## src/rtl/integer_to_ascii_converter_core_macros.svh

```systemverilog
// assertion macros shared by the integer to ascii converter rtl
// no dependencies; included by the files that carry assertions
`ifndef INTEGER_TO_ASCII_CONVERTER_CORE_MACROS_SVH
`define INTEGER_TO_ASCII_CONVERTER_CORE_MACROS_SVH

// same-cycle implication, disabled while reset is asserted
`define ITOA_ASSERT_IMPL(label, clk, rst_n, ante, cons) \
	label: assert property (@(posedge clk) disable iff (!rst_n) (ante) |-> (cons)) \
		else $error("itoa same-cycle check failed");

// next-cycle implication, disabled while reset is asserted
`define ITOA_ASSERT_NEXT(label, clk, rst_n, ante, cons) \
	label: assert property (@(posedge clk) disable iff (!rst_n) (ante) |=> (cons)) \
		else $error("itoa next-cycle check failed");

`endif

```

## src/rtl/itoa_pkg.sv

```systemverilog
// shared types, constants and functions of the integer to ascii converter
// no dependencies
package itoa_pkg;

	localparam int ACTION_W = 2;
	localparam int VALUE_W  = 32;
	localparam int CHAR_W   = 8;
	localparam int CNT_W    = 4;

	// format codes of the action field
	localparam logic [ACTION_W-1:0] FMT_UNSIGNED = 2'd0;
	localparam logic [ACTION_W-1:0] FMT_SIGNED   = 2'd1;
	localparam logic [ACTION_W-1:0] FMT_HEX      = 2'd2;
	// bit of the action field that selects hex (hex and the unused code)
	localparam int FMT_HEX_BIT = 1;

	localparam logic [CNT_W-1:0] MAX_DEC_DIGITS = 4'd10;
	localparam int HEX_DIGITS = 8;

	// reciprocal of ten for a 32-bit dividend: q = (x * RECIP) >> RECIP_SHIFT
	localparam logic [VALUE_W-1:0] RECIP_DIV10 = 32'hCCCC_CCCD;
	localparam int RECIP_SHIFT = 35;

	// command queue between front and back
	localparam int QUEUE_DEPTH = 2;
	localparam int QPTR_W = $clog2(QUEUE_DEPTH);
	localparam int QCNT_W = $clog2(QUEUE_DEPTH + 1);

	localparam logic [CHAR_W-1:0] CHAR_MINUS = 8'h2D;

	localparam logic [CHAR_W-1:0] GLYPHS [16] = '{
		8'h30, 8'h31, 8'h32, 8'h33, 8'h34, 8'h35, 8'h36, 8'h37,
		8'h38, 8'h39, 8'h41, 8'h42, 8'h43, 8'h44, 8'h45, 8'h46
	};

	// classified number handed from front to back
	typedef struct packed {
		logic               hex;
		logic               neg;
		logic [VALUE_W-1:0] mag;
	} itoa_cmd_t;

	function automatic logic [CHAR_W-1:0] glyph(input logic [3:0] digit);
		return GLYPHS[digit];
	endfunction

endpackage

```

## src/rtl/itoa_queue.sv

```systemverilog
// small command queue that decouples front and back
// depends on itoa_pkg
module itoa_queue
	import itoa_pkg::*;
(
	input  logic      clk,
	input  logic      arst_n,
	input  logic      push_valid,
	output logic      push_ready,
	input  itoa_cmd_t push_cmd,
	output logic      pop_valid,
	input  logic      pop_ready,
	output itoa_cmd_t pop_cmd
);

	itoa_cmd_t          mem_q [QUEUE_DEPTH];
	logic [QPTR_W-1:0]  wr_ptr_q;
	logic [QPTR_W-1:0]  rd_ptr_q;
	logic [QCNT_W-1:0]  cnt_q;
	logic               push;
	logic               pop;

	assign push_ready = (cnt_q != QCNT_W'(QUEUE_DEPTH));
	assign pop_valid  = (cnt_q != '0);
	assign push       = push_valid && push_ready;
	assign pop        = pop_valid && pop_ready;
	assign pop_cmd    = mem_q[rd_ptr_q];

	// pointers and fill count
	always_ff @(posedge clk or negedge arst_n) begin
		if (!arst_n) begin
			wr_ptr_q <= '0;
			rd_ptr_q <= '0;
			cnt_q    <= '0;
		end else begin
			if (push) begin
				wr_ptr_q <= wr_ptr_q + 1'b1;
			end
			if (pop) begin
				rd_ptr_q <= rd_ptr_q + 1'b1;
			end
			case ({push, pop})
				2'b10:   cnt_q <= cnt_q + 1'b1;
				2'b01:   cnt_q <= cnt_q - 1'b1;
				default: cnt_q <= cnt_q;
			endcase
		end
	end

	// storage
	always_ff @(posedge clk) begin
		if (push) begin
			mem_q[wr_ptr_q] <= push_cmd;
		end
	end

endmodule

```

## config.mk

```make
export PLATFORM = sky130hd
export DESIGN_NAME = itoa_queue
export DESIGN_NICKNAME = d
export VERILOG_FILES = /design/src/rtl/integer_to_ascii_converter_core_macros.svh /design/src/rtl/itoa_pkg.sv /design/src/rtl/itoa_queue.sv
export SDC_FILE = /design/constraint.sdc
export NUM_CORES = 1
export LEC_CHECK = 0
export BUFFER_PORTS_ARGS = -buffer_cell sky130_fd_sc_hd__buf_2
export CAP_MARGIN = 20
export CORE_ASPECT_RATIO = 1.25
export CORE_MARGIN = 2
export CORE_UTILIZATION = 53
export CTS_CLUSTER_DIAMETER = 80
export CTS_CLUSTER_SIZE = 24
export DETAILED_ROUTE_END_ITERATION = 7
export PLACE_DENSITY = 0.79
export SYNTH_ARGS = -nofsm -noshare
export SYNTH_HDL_FRONTEND = slang
export SYNTH_SLANG_ARGS = --single-unit
```

## constraint.sdc

```tcl
create_clock -name clk -period 4.9 [get_ports clk]
set_input_delay 0.49 -clock clk [delete_from_list [all_inputs] [get_ports clk]]
set_output_delay 0.49 -clock clk [all_outputs]
set_load 0.005 [all_outputs]
```

==> qor.txt, run 1 <==
=================================================================================================
Setup TNS after final layout .......................................................         0 ns
Count of pins over their slew limit ................................................            0
Share of layout cells above drive strength 1 .......................................       58.85%
Worst reg-to-reg path cell count ...................................................            3
Synthesized net count ..............................................................          162
Share of the synthesized area in compound gates (AO/OA/AOI/OAI) ....................           0%
Top library cells by usage in the layout, fill and taps aside ...................... 73 x buf_2, 68 x edfxtp_1, 32 x mux2_2
Sort of element at the start of the critical path ..................................         flop
Worst Setup Path Type ..............................................................      reg2out
Worst vdd rail ir drop .............................................................    0.4716 mV
Global-route wire length before repair .............................................      6548 µm
Post-layout net count ..............................................................          244
Number of global-route vias before repair ..........................................         1476
RD Place Congestion ................................................................       0.6469
Number of post-CTS setup repair buffers ............................................            0
Number of distinct library cell variants in the gate-level netlist after synthesis .           14
Sequence of cells on the critical path ............................................. buf_4, mux2_2, buf_2
Post-layout min period .............................................................     2.520 ns
Setup repair after global routing missed its margin ................................        false
Final count of negative-setup-slack endpoints ......................................            0
Adder and majority cell fraction of the synthesized area ...........................      0.4682%
Maximum achievable frequency .......................................................    396.8 MHz
Pin count of the biggest net entering global routing ...............................           35
Data arrival time of the critical path .............................................      2.03 ns
Clk Latency, worst-skew pair .......................................................      0.32 ns
Combinational family with the most area after synthesis ............................ multiplexers
Relative slew slack ................................................................       35.85%
Layout Area Growth over Synthesis ..................................................       22.43%
First-pass DRT Iterations ..........................................................            4
Number of ports placed on the die boundary .........................................           74
Overall die area ...................................................................     5630 µm²
Synth Area in XOR/XNOR .............................................................       1.639%
Most common library cell in the layout ignoring fill and taps ......................        buf_2
Worst setup timing slack at the placement stage ....................................     2.710 ns
Setup slack of the critical path after layout ......................................     2.380 ns
Number of clock buffers inserted by TritonCTS ......................................            9
Die extent in x ....................................................................     67.52 µm
Number of placement rows ...........................................................           28
LEAKAGE ............................................................................  0.001246 µW
Initial drt markers ................................................................           52
Post-synthesis average cell area ...................................................    21.73 µm²
Largest stage delay on the critical path ...........................................      0.81 ns
Port bufs ..........................................................................           73
Cell chosen for the clock root .....................................................     clkbuf_8
Mux cell area share after synthesis ................................................       14.61%
Yosys synthesis warning count ......................................................            0
Vias per cell ......................................................................        5.037
Die Y-Extent .......................................................................     83.40 µm
Status ............................................................................. finished clean
Setup crit end kind ................................................................ primary output
Drt wl/cell ........................................................................     15.90 µm
TritonCTS clock tree ...............................................................          yes
Actual slew at the worst max-slew pin ..............................................    0.9600 ns
Core Footprint .....................................................................     4800 µm²
Final antenna diode count ..........................................................            0
Final setup skew ...................................................................  0.007754 ns
Total Routed Length ................................................................      4278 µm
Largest fanout on the critical path ................................................           18
Simple-Gate Fraction of Synth Area .................................................       1.451%
Final total power ..................................................................      1838 µW
Period utilization .................................................................       51.43%
Num Clock Sinks ....................................................................           72
Mapped Cells .......................................................................          123
Detailed-route DRC error count .....................................................            0
Required time worst endpoint .......................................................      4.41 ns
Critical-path top delay cell .......................................................      dfrtp_1
Maximum clock path buffer count ....................................................            2
Cells on Worst Hold Path ...........................................................            1
H-Tree Level Count .................................................................            3
Hold Path Class ....................................................................       in2reg
Initial antenna violation count ....................................................            0
CTS clk-pin slew, worst paths ......................................................      0.07 ns
MaxCap Viol Count ..................................................................            0
Final Hold Fails ...................................................................            0
Area of the mapped netlist .........................................................     2673 µm²
Final non-filler cell area .........................................................     3272 µm²
Final global-route overflow total ..................................................            0
Total via count after detailed routing .............................................         1355
Initial core utilization ...........................................................       55.68%
Final worst hold slack .............................................................    0.3515 ns
Synthesis-stage register bit count .................................................           72
Proportion of synthesized chip area in sequential cells ............................       80.15%
Cell Pwr Density ................................................................... 561.7 nW/µm²
Global-route usage over all layers .................................................       16.36%
Cell area reported after detailed placement ........................................     3084 µm²
Total half-perimeter wirelength after legalization and detailed placement ..........      2966 µm
Count of antenna-violating nets left after detailed routing ........................            0
=================================================================================================
==> worst max-delay path, delay by kind of cell (launching register included) <==
family	cells	cell delay, ns
buffers and inverters	2	0.52
flip-flops	1	0.81
multiplexers	1	0.38
==> cell families after synthesis <==
logic type    count (synthesis)
flops                        72
mux                          34
simple gates                  7
fa+ha+maj                     1
xor+xnor                      5
buf+inv                       4
==> through the flow <==
stage               util [%]  instances
finish                 68.17        269
global route           68.17        269
CTS                    68.17        269
detailed placement     64.26        253
global placement       64.26        253
floorplan                  -        123
==> layout make-up <==
type                    instances  area, µm²
multi-input cells              47      494.2
repair buffers                 75      382.9
flip-flops and latches         72       2142
clock inverters                 4      46.29
fillers                       329       1528
clock buffers                  11      131.4
well taps                      60      75.07
==> synth_stat cells, drive strengths merged <==
master / instances / share of area, %
or2: 1 / 0.23
nand2: 1 / 0.14
edfxtp: 68 / 76
buf: 4 / 1.7
xnor2: 3 / 0.98
xor2: 2 / 0.66
dfrtp: 4 / 3.7
mux2: 34 / 15
and3: 1 / 0.23
and2: 1 / 0.33
ha: 1 / 0.47
nand2b: 1 / 0.23
nor2: 2 / 0.28
==> worst paths after layout <==
path	startpoint	endpoint	slack (ns)
worst max-delay path	rd_ptr_q$_DFFE_PN0P_	pop_cmd[20]	2.38
worst min-delay path	push_cmd[11]	mem_q[0][11]$_DFFE_PP_	0.35
worst max register to register	cnt_q[0]$_DFFE_PN0P_	mem_q[0][17]$_DFFE_PP_	3.03
worst min register to register	cnt_q[1]$_DFFE_PN0P_	cnt_q[1]$_DFFE_PN0P_	0.51
max in group asynchronous	arst_n	wr_ptr_q$_DFFE_PN0P_	4.27
min in group asynchronous	arst_n	rd_ptr_q$_DFFE_PN0P_	0.50
==> what timing repair did <==
| item | CTS | global route |
|---|---|---|
| hold buffers | 1 | 0 |
| setup endpoints to repair | 0 | 0 |
| resized for setup | 0 | 0 |
| endpoints found under the hold margin | 4 | 0 |
==> state kept, by name (all words and copies together), names as in the netlist <==
| signal | flops |
|---|---|
| cnt_q | 2 |
| mem_q | 68 |
| rd_ptr_q | 1 |
| wr_ptr_q | 1 |
==> routing by layer <==
layer,wire (µm),track usage (%),up-vias
li1,-,-,638
met1,1676,18.51,655
met2,2224,26.65,54
met3,312,5.962,8
met4,65,7.978,0
met5,0,0,-
==> where the power goes <==
part | switching [µW] | internal, µW | total [µW]
registers | 68.9 | 846 | 915
logic | 235 | 272 | 507
clock network | 186 | 230 | 416
Note: power is estimated with default switching activity, not from simulation.
==> run 2: changes to the inputs <==
Settings changed: CORE_UTILIZATION 53 to 51, PLACE_DENSITY 0.79 to 0.76.
Clock period 4.9 ns to 2.5 ns, I/O delays scaled along.
==> qor.txt, run 2 (synthesis gave the netlist of run 1 again) <==
========================================================================================
Die Y-Extent ..............................................................     84.94 µm
Port bufs .................................................................           73
Initial core utilization ..................................................       52.61%
Flip-flop count of the largest register, all copies and words added .......           68
Net switching power of the design .........................................     953.8 µW
Global-route usage over all layers ........................................       16.97%
Final global-route overflow total .........................................            0
Num Clock Sinks ...........................................................           72
Start point of the critical path .......................................... cnt_q[0]$_DFFE_PN0P_
RD Place Congestion .......................................................       0.7936
Detailed-route DRC error count ............................................            0
Largest fanout on the critical path .......................................           18
Number of placement rows ..................................................           29
Registers with the most flip-flops ........................................ mem_q: 68 flops, cnt_q: 2 flops
MaxCap Viol Count .........................................................            0
Vias per cell .............................................................        4.974
Critical-path top delay cell ..............................................       nor2_4
Largest stage delay on the critical path ..................................      0.45 ns
Final setup skew ..........................................................  0.005023 ns
CTS Hold Buffers Added ....................................................            1
Worst setup timing slack at the placement stage ...........................    0.6051 ns
Worst path bufs/invs ......................................................            1
Drt wl/cell ...............................................................     16.10 µm
Count of antenna-violating nets left after detailed routing ...............            0
Setup TNS after final layout ..............................................         0 ns
Hold Path Class ...........................................................       in2reg
Final count of negative-setup-slack endpoints .............................            0
Sequence of cells on the critical path .................................... nand2b_1, nand2_1, nor2_4, buf_4
Relative slew slack .......................................................       65.37%
Cell-internal power .......................................................      2551 µW
Die extent in x ...........................................................     68.75 µm
Final worst hold slack ....................................................    0.1101 ns
Maximum clock path buffer count ...........................................            2
Part of the power in the clock network ....................................        19.7%
Combinational share of power ..............................................        30.7%
Final antenna diode count .................................................            0
Required time worst endpoint ..............................................      2.51 ns
Register with the most flip-flops .........................................        mem_q
Cell Pwr Density ..........................................................  1075 nW/µm²
Cell area reported after detailed placement ...............................     3108 µm²
First-pass DRT Iterations .................................................            4
Slack of the worst reg-to-reg path ........................................      0.62 ns
Layout filler cell count ..................................................          378
Number of clock buffers inserted by TritonCTS .............................            9
Initial drt markers .......................................................           53
Number of global-route vias before repair .................................         1428
Worst vdd rail ir drop ....................................................    0.6914 mV
Final non-filler cell area ................................................     3259 µm²
Setup repair after global routing missed its margin .......................        false
H-Tree Level Count ........................................................            3
Total via count after detailed routing ....................................         1353
Data arrival time of the critical path ....................................      1.90 ns
Pin count of the biggest net entering global routing ......................           35
Start point of the worst min-delay path ...................................  push_cmd[4]
Cell chosen for the clock root ............................................     clkbuf_8
Sort of element at the start of the critical path .........................         flop
Count of pins over their slew limit .......................................            0
Cells on Worst Hold Path ..................................................            1
Core Footprint ............................................................     5080 µm²
Sequential cell fraction of total power ...................................        49.7%
LEAKAGE ...................................................................  0.001250 µW
Post-layout min period ....................................................     1.882 ns
Worst reg-to-reg path cell count ..........................................            4
Final Hold Fails ..........................................................            0
Top library cells by usage in the layout, fill and taps aside ............. 73 x buf_2, 68 x edfxtp_1, 32 x mux2_2
Sw Share ..................................................................       27.22%
Initial antenna violation count ...........................................            0
Share of layout cells above drive strength 1 ..............................       59.05%
Crit path max-delay family ................................................ simple AND/OR/NAND/NOR gates
Total Routed Length .......................................................      4380 µm
Worst Setup Path Type .....................................................      reg2reg
Global-route wire length before repair ....................................      6803 µm
Reg-to-reg endpoint ....................................................... mem_q[0][10]$_DFFE_PP_
Setup crit end kind .......................................................         flop
CTS clk-pin slew, worst paths .............................................      0.06 ns
Overall die area ..........................................................     5839 µm²
Status .................................................................... finished clean
Setup slack of the critical path after layout .............................    0.6182 ns
Clk Latency, worst-skew pair ..............................................      0.33 ns
Period utilization ........................................................       75.27%
Total half-perimeter wirelength after legalization and detailed placement .      3063 µm
Post-layout net count .....................................................          247
R2r startpoint ............................................................ cnt_q[0]$_DFFE_PN0P_
TritonCTS clock tree ......................................................          yes
Actual slew at the worst max-slew pin .....................................    0.5182 ns
Most common library cell in the layout ignoring fill and taps .............        buf_2
Number of post-CTS setup repair buffers ...................................            0
Post-cts repair resize count ..............................................            0
Number of ports placed on the die boundary ................................           74
Layout Area Growth over Synthesis .........................................       21.96%
Hold Crit Endpoint ........................................................ mem_q[0][4]$_DFFE_PP_
Maximum achievable frequency ..............................................    531.4 MHz
Final total power .........................................................      3504 µW
========================================================================================
run 2: cell types whose count changed in the layout (fill, tap and decap cells not counted), sizes merged:
cell      change
bufinv        -1
clkinvlp      -1
buf           +3
run 2: how the worst max path moves through the flow:
stage / slack (ns) / cells past startpoint / to
floorplan: 0.54 / 3 / mem_q[0][0]$_DFFE_PP_
global placement: 0.77 / 4 / mem_q[0][10]$_DFFE_PP_
detailed placement: 0.61 / 4 / mem_q[0][11]$_DFFE_PP_
CTS: 0.59 / 4 / mem_q[0][9]$_DFFE_PP_
global route: 0.47 / 4 / mem_q[0][9]$_DFFE_PP_
finish: 0.62 / 4 / mem_q[0][10]$_DFFE_PP_
run 2: power by group through the flow:
stage                     clock network, µW  registers [µW]  logic [µW]
after floorplan                           0            1740         720
after global placement                    0            1740        1050
after detailed placement                  0            1770        1090
after CTS                               707            1750        1100
after global routing                    763            1770        1180
final                                   690            1740        1070
run 2: area by class of cell:
cell class	count	area [µm²]	share of cell area (%)
well taps	62	77.57	2.380
flip-flops and latches	72	2142	65.72
clock inverters	2	10.01	0.3071
multi-input cells	47	493.0	15.12
clock buffers	11	131.4	4.031
repair buffers	78	405.4	12.44
run 2: metrics by stage:
| step | util (%) | std cells |
|---|---|---|
| 6_report | 64.16 | 272 |
| 5_1_grt | 64.16 | 272 |
| 4_1_cts | 64.16 | 272 |
| 3_5_place_dp | 61.18 | 258 |
| 3_3_place_gp | 61.18 | 258 |
| 2_1_floorplan | - | 123 |
run 2: layer usage:
layer  routed length [µm]  track usage, %
met5                    0               0
met1                 1639           19.90
met2                 2391           27.80
met3                  251           4.642
met4                   97           9.091
